===== src/rtl/core/dild_pkg.sv =====
package dild_pkg;

  localparam int OFFSET_BITS_DEFAULT = 32;
  localparam int MAX_LENGTH_DEFAULT  = 500;

  // Port widths fixed by the instruction format.
  localparam int UNIT_W   = 16;
  localparam int TOTAL_W  = 32;
  localparam int START_W  = 32;
  localparam int LENGTH_W = 9;

  // Payload lengths can reach 4 + (0xFFFF * 0xFFFFFFFF + 1) / 2.
  localparam int CALC_W = 49;

  localparam int QUEUE_DEPTH = 4;

  localparam logic [UNIT_W-1:0] PACKED_SWITCH_ID = 16'h0100;
  localparam logic [UNIT_W-1:0] SPARSE_SWITCH_ID = 16'h0200;
  localparam logic [UNIT_W-1:0] FILL_ARRAY_ID    = 16'h0300;

  localparam logic [1:0] KIND_ORDINARY = 2'd0;
  localparam logic [1:0] KIND_PACKED   = 2'd1;
  localparam logic [1:0] KIND_SPARSE   = 2'd2;
  localparam logic [1:0] KIND_FILL     = 2'd3;

  // Undecoded units; unit[0] is the oldest. skip counts units still to drop.
  typedef struct packed {
    logic [QUEUE_DEPTH-1:0][UNIT_W-1:0] unit;
    logic [2:0]                         fill;
    logic [LENGTH_W-1:0]                skip;
  } queue_t;

  typedef struct packed {
    logic [7:0]          opcode;
    logic [LENGTH_W-1:0] length_units;
    logic [1:0]          kind;
    logic                clamped;
  } insn_t;

  localparam logic [2:0] SIZE_TABLE [256] = '{
    3'd1, 3'd1, 3'd2, 3'd3, 3'd1, 3'd2, 3'd3, 3'd1, 3'd2, 3'd3, 3'd1, 3'd1, 3'd1, 3'd1, 3'd1, 3'd1,
    3'd1, 3'd1, 3'd1, 3'd2, 3'd3, 3'd2, 3'd2, 3'd3, 3'd5, 3'd2, 3'd2, 3'd3, 3'd2, 3'd1, 3'd1, 3'd2,
    3'd2, 3'd1, 3'd2, 3'd2, 3'd3, 3'd3, 3'd3, 3'd1, 3'd1, 3'd2, 3'd3, 3'd3, 3'd3, 3'd2, 3'd2, 3'd2,
    3'd2, 3'd2, 3'd2, 3'd2, 3'd2, 3'd2, 3'd2, 3'd2, 3'd2, 3'd2, 3'd2, 3'd2, 3'd2, 3'd2, 3'd1, 3'd1,
    3'd1, 3'd1, 3'd1, 3'd1, 3'd2, 3'd2, 3'd2, 3'd2, 3'd2, 3'd2, 3'd2, 3'd2, 3'd2, 3'd2, 3'd2, 3'd2,
    3'd2, 3'd2, 3'd2, 3'd2, 3'd2, 3'd2, 3'd2, 3'd2, 3'd2, 3'd2, 3'd2, 3'd2, 3'd2, 3'd2, 3'd2, 3'd2,
    3'd2, 3'd2, 3'd2, 3'd2, 3'd2, 3'd2, 3'd2, 3'd2, 3'd2, 3'd2, 3'd2, 3'd2, 3'd2, 3'd2, 3'd3, 3'd3,
    3'd3, 3'd3, 3'd3, 3'd1, 3'd3, 3'd3, 3'd3, 3'd3, 3'd3, 3'd1, 3'd1, 3'd1, 3'd1, 3'd1, 3'd1, 3'd1,
    3'd1, 3'd1, 3'd1, 3'd1, 3'd1, 3'd1, 3'd1, 3'd1, 3'd1, 3'd1, 3'd1, 3'd1, 3'd1, 3'd1, 3'd1, 3'd1,
    3'd2, 3'd2, 3'd2, 3'd2, 3'd2, 3'd2, 3'd2, 3'd2, 3'd2, 3'd2, 3'd2, 3'd2, 3'd2, 3'd2, 3'd2, 3'd2,
    3'd2, 3'd2, 3'd2, 3'd2, 3'd2, 3'd2, 3'd2, 3'd2, 3'd2, 3'd2, 3'd2, 3'd2, 3'd2, 3'd2, 3'd2, 3'd2,
    3'd1, 3'd1, 3'd1, 3'd1, 3'd1, 3'd1, 3'd1, 3'd1, 3'd1, 3'd1, 3'd1, 3'd1, 3'd1, 3'd1, 3'd1, 3'd1,
    3'd1, 3'd1, 3'd1, 3'd1, 3'd1, 3'd1, 3'd1, 3'd1, 3'd1, 3'd1, 3'd1, 3'd1, 3'd1, 3'd1, 3'd1, 3'd1,
    3'd2, 3'd2, 3'd2, 3'd2, 3'd2, 3'd2, 3'd2, 3'd2, 3'd2, 3'd2, 3'd2, 3'd2, 3'd2, 3'd2, 3'd2, 3'd2,
    3'd2, 3'd2, 3'd2, 3'd1, 3'd1, 3'd1, 3'd1, 3'd1, 3'd1, 3'd1, 3'd1, 3'd1, 3'd1, 3'd1, 3'd1, 3'd1,
    3'd1, 3'd1, 3'd1, 3'd1, 3'd1, 3'd1, 3'd1, 3'd1, 3'd1, 3'd1, 3'd4, 3'd4, 3'd3, 3'd3, 3'd2, 3'd2
  };

  function automatic logic [2:0] op_units(input logic [7:0] op);
    return SIZE_TABLE[op];
  endfunction

endpackage


===== src/rtl/core/dild_step.sv =====
module dild_step #(
  parameter int OFFSET_BITS = dild_pkg::OFFSET_BITS_DEFAULT,
  parameter int MAX_LENGTH  = dild_pkg::MAX_LENGTH_DEFAULT
) (
  input  logic                              restart,
  input  logic [dild_pkg::UNIT_W-1:0]       code_unit,
  input  logic [dild_pkg::TOTAL_W-1:0]      total_units,
  input  logic [OFFSET_BITS-1:0]            offset,
  input  dild_pkg::queue_t                  cur,
  output dild_pkg::queue_t                  nxt,
  output logic [OFFSET_BITS-1:0]            offset_next,
  output logic                              res_valid,
  output logic [OFFSET_BITS-1:0]            res_start,
  output dild_pkg::insn_t                   res
);

  localparam int CW = dild_pkg::CALC_W;
  localparam int LW = dild_pkg::LENGTH_W;
  localparam int UW = dild_pkg::UNIT_W;

  dild_pkg::queue_t        qa;
  dild_pkg::queue_t        qb;
  logic [OFFSET_BITS-1:0]  off_a;
  logic [OFFSET_BITS-1:0]  off_b;
  logic [2:0]              pops;
  logic [UW-1:0]           front;
  logic [1:0]              kind;
  logic [2:0]              need;
  logic [2:0]              min_len;
  logic                    early;
  logic [47:0]             fill_prod;
  logic [CW-1:0]           fill_half;
  logic [CW-1:0]           calc_len;
  logic                    too_long;
  logic                    past_end;
  logic                    clamp;
  logic [LW-1:0]           final_len;

  // Restart empties the queue; then append the new unit.
  always_comb begin
    qa    = restart ? '0 : cur;
    off_a = restart ? '0 : offset;
    qa.unit[qa.fill[1:0]] = code_unit;
    qa.fill = qa.fill + 3'd1;
  end

  // Drop units left over from the previous instruction.
  always_comb begin
    pops   = (qa.skip < LW'(qa.fill)) ? qa.skip[2:0] : qa.fill;
    qb     = qa;
    qb.unit = qa.unit >> {pops, 4'b0000};
    qb.fill = qa.fill - pops;
    qb.skip = qa.skip - LW'(pops);
    off_b  = off_a + OFFSET_BITS'(pops);
  end

  assign front = qb.unit[0];

  always_comb begin
    unique case (front)
      dild_pkg::PACKED_SWITCH_ID: begin
        kind = dild_pkg::KIND_PACKED; need = 3'd2; min_len = 3'd4;
      end
      dild_pkg::SPARSE_SWITCH_ID: begin
        kind = dild_pkg::KIND_SPARSE; need = 3'd2; min_len = 3'd2;
      end
      dild_pkg::FILL_ARRAY_ID: begin
        kind = dild_pkg::KIND_FILL; need = 3'd4; min_len = 3'd4;
      end
      default: begin
        kind = dild_pkg::KIND_ORDINARY; need = 3'd1; min_len = 3'd1;
      end
    endcase
  end

  // A payload whose header cannot fit in the method is reported at once.
  assign early = (kind != dild_pkg::KIND_ORDINARY) &&
                 ((33'(off_b) + 33'(min_len)) > 33'(total_units));

  assign fill_prod = 48'(qb.unit[1]) * 48'({qb.unit[3], qb.unit[2]});
  assign fill_half = (CW'(fill_prod) + CW'(1)) >> 1;

  always_comb begin
    unique case (kind)
      dild_pkg::KIND_PACKED: calc_len = CW'({qb.unit[1], 1'b0}) + CW'(4);
      dild_pkg::KIND_SPARSE: calc_len = CW'({qb.unit[1], 2'b00}) + CW'(2);
      dild_pkg::KIND_FILL:   calc_len = fill_half + CW'(4);
      default:               calc_len = CW'(dild_pkg::op_units(front[7:0]));
    endcase
  end

  assign too_long  = calc_len > CW'(MAX_LENGTH);
  assign past_end  = (33'(off_b) + 33'(calc_len[LW-1:0])) > 33'(total_units);
  assign clamp     = early || too_long || (calc_len == '0) || past_end;
  assign final_len = clamp ? LW'(1) : calc_len[LW-1:0];

  assign res_valid = (qb.fill != 3'd0) && (early || (qb.fill >= need));
  assign res_start = off_b;
  assign res.opcode       = front[7:0];
  assign res.length_units = final_len;
  assign res.kind         = kind;
  assign res.clamped      = clamp;

  // Retire the front unit; the rest of the instruction drains on later beats.
  always_comb begin
    nxt         = qb;
    offset_next = off_b;
    if (res_valid) begin
      nxt.unit    = qb.unit >> UW;
      nxt.fill    = qb.fill - 3'd1;
      nxt.skip    = final_len - LW'(1);
      offset_next = off_b + OFFSET_BITS'(1);
    end
  end

endmodule


===== src/rtl/core/dalvik_insn_length_decoder.sv =====
// Dalvik instruction length decoder.
// Code units enter on the unit channel (unit_valid / unit_stall, payload
// code_unit and restart); restart marks the first unit of a method and
// zeroes the running offset. One beat per instruction leaves on the insn
// channel (insn_valid / insn_stall): start offset, opcode, length, kind
// and the clamped flag. Units inside an instruction produce no beat.
// total_units is written through cfg_we / cfg_wdata; the user writes it only
// while the block is idle; the block does not enforce this. Throughput is
// one unit per cycle unless the receiver stalls. Units are decoded from the
// input register into the result register; an instruction's beat comes from
// the unit that completes it: the first unit for ordinary opcodes, the last
// header unit for switch and fill-array payloads. Header units of a clamped
// payload are decoded one per later unit, so their beats trail the input by
// up to three units. The per-cycle figure is set by the decode recurrence
// (queue drain, kind decode, one 16x32 multiply, length compare) feeding the
// state registers. A stalled receiver holds the result register; one more
// unit is still taken into the input register, after which unit_stall rises.
// Reset clears the offset, pending payload state, total_units and both valids.
module dalvik_insn_length_decoder #(
  parameter int OFFSET_BITS = dild_pkg::OFFSET_BITS_DEFAULT,
  parameter int MAX_LENGTH  = dild_pkg::MAX_LENGTH_DEFAULT
) (
  input  logic                              clk,
  input  logic                              rst,
  input  logic                              cfg_we,
  input  logic [dild_pkg::TOTAL_W-1:0]      cfg_wdata,
  input  logic                              unit_valid,
  output logic                              unit_stall,
  input  logic [dild_pkg::UNIT_W-1:0]       code_unit,
  input  logic                              restart,
  output logic                              insn_valid,
  input  logic                              insn_stall,
  output logic [dild_pkg::START_W-1:0]      start_offset,
  output logic [7:0]                        opcode,
  output logic [dild_pkg::LENGTH_W-1:0]     length_units,
  output logic [1:0]                        kind,
  output logic                              clamped
);

  logic [dild_pkg::TOTAL_W-1:0]  total_units;
  logic [OFFSET_BITS-1:0]        offset;
  logic [OFFSET_BITS-1:0]        offset_next;
  dild_pkg::queue_t              queue;
  dild_pkg::queue_t              queue_next;

  // Input register.
  logic                          in_full;
  logic [dild_pkg::UNIT_W-1:0]   in_unit;
  logic                          in_restart;

  logic                          proc;
  logic                          take_in;
  logic                          take_out;
  logic                          res_valid;
  logic [OFFSET_BITS-1:0]        res_start;
  dild_pkg::insn_t               res;

  // Advance the input register into the decoder whenever the result register
  // is free or being drained this cycle.
  assign take_out   = insn_valid && !insn_stall;
  assign proc       = in_full && (!insn_valid || !insn_stall);
  assign unit_stall = in_full && !proc;
  assign take_in    = unit_valid && !unit_stall;

  dild_step #(
    .OFFSET_BITS (OFFSET_BITS),
    .MAX_LENGTH  (MAX_LENGTH)
  ) u_step (
    .restart     (in_restart),
    .code_unit   (in_unit),
    .total_units (total_units),
    .offset      (offset),
    .cur         (queue),
    .nxt         (queue_next),
    .offset_next (offset_next),
    .res_valid   (res_valid),
    .res_start   (res_start),
    .res         (res)
  );

  always_ff @(posedge clk) begin
    if (rst) begin
      total_units <= '0;
    end else if (cfg_we) begin
      total_units <= cfg_wdata;
    end
  end

  always_ff @(posedge clk) begin
    if (rst) begin
      in_full <= 1'b0;
    end else if (take_in) begin
      in_full <= 1'b1;
    end else if (proc) begin
      in_full <= 1'b0;
    end
  end

  always_ff @(posedge clk) begin
    if (take_in) begin
      in_unit    <= code_unit;
      in_restart <= restart;
    end
  end

  // Decoder state: advance once per processed unit.
  always_ff @(posedge clk) begin
    if (rst) begin
      queue  <= '0;
      offset <= '0;
    end else if (proc) begin
      queue  <= queue_next;
      offset <= offset_next;
    end
  end

  always_ff @(posedge clk) begin
    if (rst) begin
      insn_valid <= 1'b0;
    end else begin
      insn_valid <= (proc && res_valid) || (insn_valid && !take_out);
    end
  end

  always_ff @(posedge clk) begin
    if (proc && res_valid) begin
      start_offset <= dild_pkg::START_W'(res_start);
      opcode       <= res.opcode;
      length_units <= res.length_units;
      kind         <= res.kind;
      clamped      <= res.clamped;
    end
  end

  // The queue never rests full: a fourth unit always yields a result.
  a_queue_bound: assert property (@(posedge clk) disable iff (rst)
    queue.fill < 3'd4)
    else $error("unit queue holds more than three units at rest");

  a_length_range: assert property (@(posedge clk) disable iff (rst)
    insn_valid |-> (length_units != '0) &&
                   (length_units <= dild_pkg::LENGTH_W'(MAX_LENGTH)))
    else $error("instruction length out of range");

  a_clamp_one: assert property (@(posedge clk) disable iff (rst)
    (insn_valid && clamped) |-> (length_units == dild_pkg::LENGTH_W'(1)))
    else $error("clamped instruction with length other than one");

  a_restart_zero: assert property (@(posedge clk) disable iff (rst)
    (proc && in_restart && res_valid) |=> (start_offset == '0))
    else $error("instruction after restart does not start at offset zero");

endmodule


===== config.mk =====
export PLATFORM = sky130hd
export DESIGN_NAME = dalvik_insn_length_decoder
export DESIGN_NICKNAME = d
export VERILOG_FILES = /design/src/rtl/core/dild_pkg.sv /design/src/rtl/core/dild_step.sv /design/src/rtl/core/dalvik_insn_length_decoder.sv
export SDC_FILE = /design/constraint.sdc
export NUM_CORES = 2
export LEC_CHECK = 0
export BUFFER_PORTS_ARGS = -buffer_cell sky130_fd_sc_hd__buf_2
export CAP_MARGIN = 40
export CORE_ASPECT_RATIO = 0.5
export CORE_MARGIN = 2
export CORE_UTILIZATION = 30
export CTS_CLUSTER_DIAMETER = 50
export CTS_CLUSTER_SIZE = 30
export DETAILED_ROUTE_END_ITERATION = 6
export PLACE_DENSITY = 0.43
export SYNTH_ARGS = -nofsm -noshare
export SYNTH_HDL_FRONTEND = slang
export SYNTH_HIERARCHICAL = 1
export SYNTH_SLANG_ARGS = --single-unit
export TNS_END_PERCENT = 1

===== constraint.sdc =====
create_clock -name clk -period 19.98 [get_ports clk]
set_input_delay 0 -clock clk [delete_from_list [all_inputs] [get_ports clk]]
set_output_delay 0 -clock clk [all_outputs]
set_load 0.005 [all_outputs]

Word-level counts from Yosys, hierarchy flattened --
Memory sizes are Yosys's and may differ from the RTL's. Index checks and enable logic that the tools add are counted.
Word-level totals: bits in registers 211, ROM bits 768, input port bits 54, output and inout port bits 54, word-level logic and storage cells 91, memories 1
Operators by class: add/subtract/negate cells 13, multiply operators 1, magnitude comparators 8, equality and inequality tests 6, shifts and indexed selects 1, multiplexer cells 17, bitwise operators 1, reduce and logical (&&, ||, !) cells 26
Memory list:
- (name not given) | words 256, width 3, rd ports 1, clocked after Yosys merged registers in 0, write ports 0, line dild_pkg.sv:60 | return SIZE_TABLE[op];
Operator list (count):
- two-way mux 76 bit | 2
- case mux 49 bit (3 select lines) | 1
- > comparator 33 x 32 -> 1 bit | 2
- bitwise mux 64 bit | 1
- two-way mux 32 bit | 2
- right shift 64 x 7 -> 64 bit | 1
- adder 48 x 1 -> 49 bit (second input constant) | 1
- adder 48 x 3 -> 49 bit (second input constant) | 1
- > comparator 49 x 9 -> 1 bit (second input constant) | 1
- zero test 49 bit | 1
- multiplier 16 x 32 -> 48 bit | 1
- adder 32 x 3 -> 33 bit | 1
- adder 32 x 9 -> 33 bit | 1
- adder 32 x 1 -> 32 bit (second input constant) | 1
- adder 32 x 3 -> 32 bit | 1
- demux 16 bit (select 2 bit) | 1
- equality test 16 x 10 -> 1 bit (second input constant) | 2
- adder 18 x 2 -> 19 bit (second input constant) | 1
- adder 17 x 3 -> 18 bit (second input constant) | 1
- equality test 16 x 9 -> 1 bit (second input constant) | 1
- two-way mux 16 bit | 1
- case mux 3 bit (2 select lines) | 2
- >= comparator 9 bit (second input constant) | 1
- logical AND 1 bit | 9
- 21 further kinds | 36

Logic depth before layout (Yosys ltp) --
depth in word-level cells 19, mapped depth 72, gate-level depth less buffers 64

Modules after synthesis --
Netlist, hierarchy kept.
By module, submodules not included:
- dild_step | instances 1, cells each 3919, area an instance 28573.7 sq um, sequential area each 0.0 sq um
- dalvik_insn_length_decoder | instances 1, cells each 653, area an instance 8076.5 sq um, sequential area each 4914.7 sq um

Worst setup path after synthesis --
No wires, ideal clock.
kind reg-to-reg, start point register in_restart, end point register queue[4] in the netlist's numbering, library setup time 121 ps, arrival 13769 ps, required time 19859 ps, setup slack 6090 ps, stages on the path, launching flop included 68, buffers on the path 10, clock period less this slack 13890 ps, cell sequence edfxtp_1 -> buf_2 -> inv_1 -> buf_2 -> clkbuf_1 -> clkbuf_1 -> clkbuf_1 -> nand2_1 -> ha_1 -> inv_1 -> o41ai_4 -> nor3_2 -> nor2_4 -> buf_4 -> buf_2 -> clkbuf_1 -> buf_1 -> nand2_1 -> (+32 left out) -> a21o_1 -> a21o_1 -> a21oi_1 -> o21ai_0 -> or4b_2 -> o21ai_0 -> a21oi_1 -> a211o_1 -> a211oi_2 -> o31ai_2 -> or3_1 -> inv_2 -> ha_1 -> nand3_1 -> a2111oi_0 -> nor3_1 -> nand2b_1 -> mux2i_1
RTL lines:
- from (decl) | line dalvik_insn_length_decoder.sv:49 | logic in_restart;
- from (signal assigned) | line dalvik_insn_length_decoder.sv:102 | in_restart <= restart;
- to (signal assigned) | line dalvik_insn_length_decoder.sv:112 | queue <= queue_next;
- to (decl) | line dalvik_insn_length_decoder.sv:43 | dild_pkg::queue_t queue;

==> impl_metrics.yaml <==
synthesis:
  yosysTopAreaCell: "fa_1"
  synth_edf_count: 69
  synth_cell_type_count: 115
  syn-mean-instance-area_um2: 8.02
  synth_common_cells: "inv_1, nand2_1, fa_1"
  ys_seq_area_frac: 0.134
  syn_area_um2: 36700
  synth_cells: 4572
  synth_top_area_frac: 0.232
  yosys_warnings: 6
  async_flop_share: 0
  synth_most_common_cell: "inv_1"
  synth-seq-cells: 211
  dominantRegCellSynth: "dfxtp_1"
  netlist_top_cells_area: "fa_1, dfxtp_1, ha_1"
  syn_nets: 5274
timing:
  slew_viol_final: 0
  period_needed_ns: 16.18
  skew_ns: 0.0433
  hold_viol: 0
  relSlewSlack: 0.347
  rsz0062_at_grt: "no"
  setup_viol: 0
  fin_tns_setup_ns: 0
  finalCritPeriodShare: 0.810
  max_slew.worst_pin.slew_ns: 0.979
  max_freq_ghz: 0.0618
final_layout:
  fin_cells: 6333
  layout-area-overhead-vs-synth_pct: 13.7
  antennaDiodeCount: 0
  nNetsFinal: 5394
  layout-drive-gt1-share: 0.0883
critical_path:
  slowest_stage: "o22ai_2"
  r2r_cells: 58
  cp-end-kind: "flip-flop"
  endpoint: "queue[4]"
  crit_type: "flip-flop to flip-flop"
  reg2reg_slack_ns: 3.80
  rr_startpoint: "queue[10]"
  cp_max_fo: 36
  startpoint: "queue[10]"
  critPathArrivalTime_ns: 16.64
  r2r-end: "queue[4]"
  cp.required_ns: 20.44
  slowest_delay_ns: 0.97
  startpoint_type: "flip-flop"
clock_network:
  post_cts_resized: 0
  cts.reportedPaths.clkPinSlew_ns: 0.06
  post_cts_buffers: 0
  cts_max_level: 2
  cts.sinks: 211
  cts_buffer_depth: 3
  postCtsHoldBufs: 100
  root_buffer: "clkbuf_16"
  cts_buffers: 39
  cts_tree: "done"
  clkLatencyLatePin_ns: 0.59
global_route:
  antenna_found_initial: 5
  first_global_vias: 33600
  grt.overflow.total: 0
  grt_pass1_wl_mm: 223
  grt_usage: 0.234
  grt_max_degree: 150
detailed_routing:
  dr_total_vias: 33900
  ant_nets: 0
  viasPerCell: 5.35
  wl_per_cell_um: 23.4
  drcViolationCount: 0
  drt-total-wl_mm: 148
  drt_iter0_drc: 3216
  first_pass_iters: 6
die:
  core_um2: 121000
  std_cell_rows: 90
  pin_count: 108
  die_h_um: 251
  die-area_um2: 125000
  initial_core_util: 0.303
  die_x_um: 498
power_and_ir_drop:
  pwr-share-seq: 0.100
  p_total_w: 0.00628
  clkPwrFrac: 0.115
  combPwrFrac: 0.785
  p_per_area_nw_per_um2: 151
  internal_power_w: 0.00244
  switching_share: 0.612
  p_sw_w: 0.00384
  leakagePower_nw: 18.2
  irDropWorstVdd_mv: 0.209
placed_design:
  dp_hpwl_mm: 116
  routabilityCongestion: 0.947
  dp_cells: 6161
  io_buffers: 107
hold_path:
  worst_hold_path_type: "input pin to flip-flop"
run_status:
  status: "complete, no violations"
job:
  timing.max_cap.violations: 0
## worst min path at each step
stage / from / endpoint / slack, ns / cells after the start
floorplan: restart / in_restart / 0.1 / 0
global placement: code_unit[0] / in_unit[0] / 0.18 / 1
detailed placement: code_unit[0] / in_unit[0] / 0.18 / 1
CTS: cfg_we / total_units[31] / 0.0007 / 4
global route: cfg_we / total_units[1] / 0.04 / 4
finish: rst / insn_valid / 0.007 / 2
## registers in the layout, indices dropped and copies added, names as in the netlist
name	cells
offset	32
in_unit	16
total_units	32
opcode	8
length_units	9
start_offset	32
kind	2
in_restart	1
clamped	1
queue	76
insn_valid	1
in_full	1
## layout make-up
type,instances,area (um^2)
fill,12800,79200
multi-input combinational,3501,28500
sequential,211,4910
timing repair buffer,333,2570
inverter,606,2270
tap,1610,2010
clock buffer,43,1030
clock inverter,29,383
## layer usage
| metal | share of wire | track usage | vias to the layer above |
|---|---|---|---|
| met3 | 0.061 | 0.0264 | 221 |
| li1 | - | - | 15400 |
| met5 | 0.000088 | 0 | - |
| met1 | 0.45 | 0.327 | 17000 |
| met4 | 0.028 | 0.0615 | 2 |
| met2 | 0.46 | 0.383 | 1258 |
## cell usage in the layout, fill, tap and decap left out, types with 36 or more instances in the layout
cell,netlist,routed
nor2b_1,41,40
dlygate4sd3_1,0,100
fa_1,424,424
clkbuf_16,0,41
buf_2,42,107
a21oi_1,181,177
nor3_1,81,81
dfxtp_1,142,142
buf_4,20,118
xor2_1,64,64
ha_1,224,224
o21ai_0,151,150
nand3_1,71,71
xnor2_1,113,113
edfxtp_1,69,69
nand2_1,594,594
a21o_1,48,48
a211oi_1,37,36
and3_1,40,40
inv_1,595,595
nand4_1,58,58
mux2i_1,230,230
nor2_1,421,416
nand2b_1,243,243
## worst max-delay path: cells and delay by family, from the launching register on
| family | cells | cell delay (ns) |
|---|---|---|
| AO/OA/AOI/OAI | 17 | 4.83 |
| XOR/XNOR | 4 | 0.97 |
| adder cells (fa/ha/maj) | 11 | 4.31 |
| buffers and inverters | 10 | 1.84 |
| flip-flops | 1 | 0.30 |
| multiplexers | 1 | 0.06 |
| AND/OR/NAND/NOR | 15 | 3.69 |
## power by group through the flow
stage / Sequential [W] / Combinational (W) / Clock [W]
final: 0.000627 / 0.00493 / 0.000722
after global routing: 0.000634 / 0.00524 / 0.000758
after CTS: 0.000627 / 0.00485 / 0.000742
after detailed placement: 0.000636 / 0.00481 / 0
after global placement: 0.000635 / 0.00479 / 0
after floorplan: 0.000619 / 0.00308 / 0
## stage by stage
| stage | hold slack, ns | worst slack (ns) | utilization | area [um^2] |
|---|---|---|---|---|
| floorplan | 0.0989 | 6.09 | - | 36700 |
| global placement | 0.176 | 4.12 | 0.324 | 39100 |
| detailed placement | 0.179 | 3.98 | 0.325 | 39300 |
| CTS | 0.000721 | 3.94 | 0.345 | 41700 |
| global route | 0.0388 | 2.80 | 0.345 | 41700 |
| finish | 0.00706 | 3.80 | 0.345 | 41700 |
## logic make-up after synthesis
family,after synthesis,share of synthesized area
flip-flops,211,0.134
multiplexers,243,0.0668
XOR/XNOR,178,0.0427
AND/OR/NAND/NOR,1735,0.227
adder cells (fa/ha/maj),648,0.308
AO/OA/AOI/OAI,697,0.128
buffers and inverters,860,0.0936
Note: power is estimated with default switching activity, not from simulation.
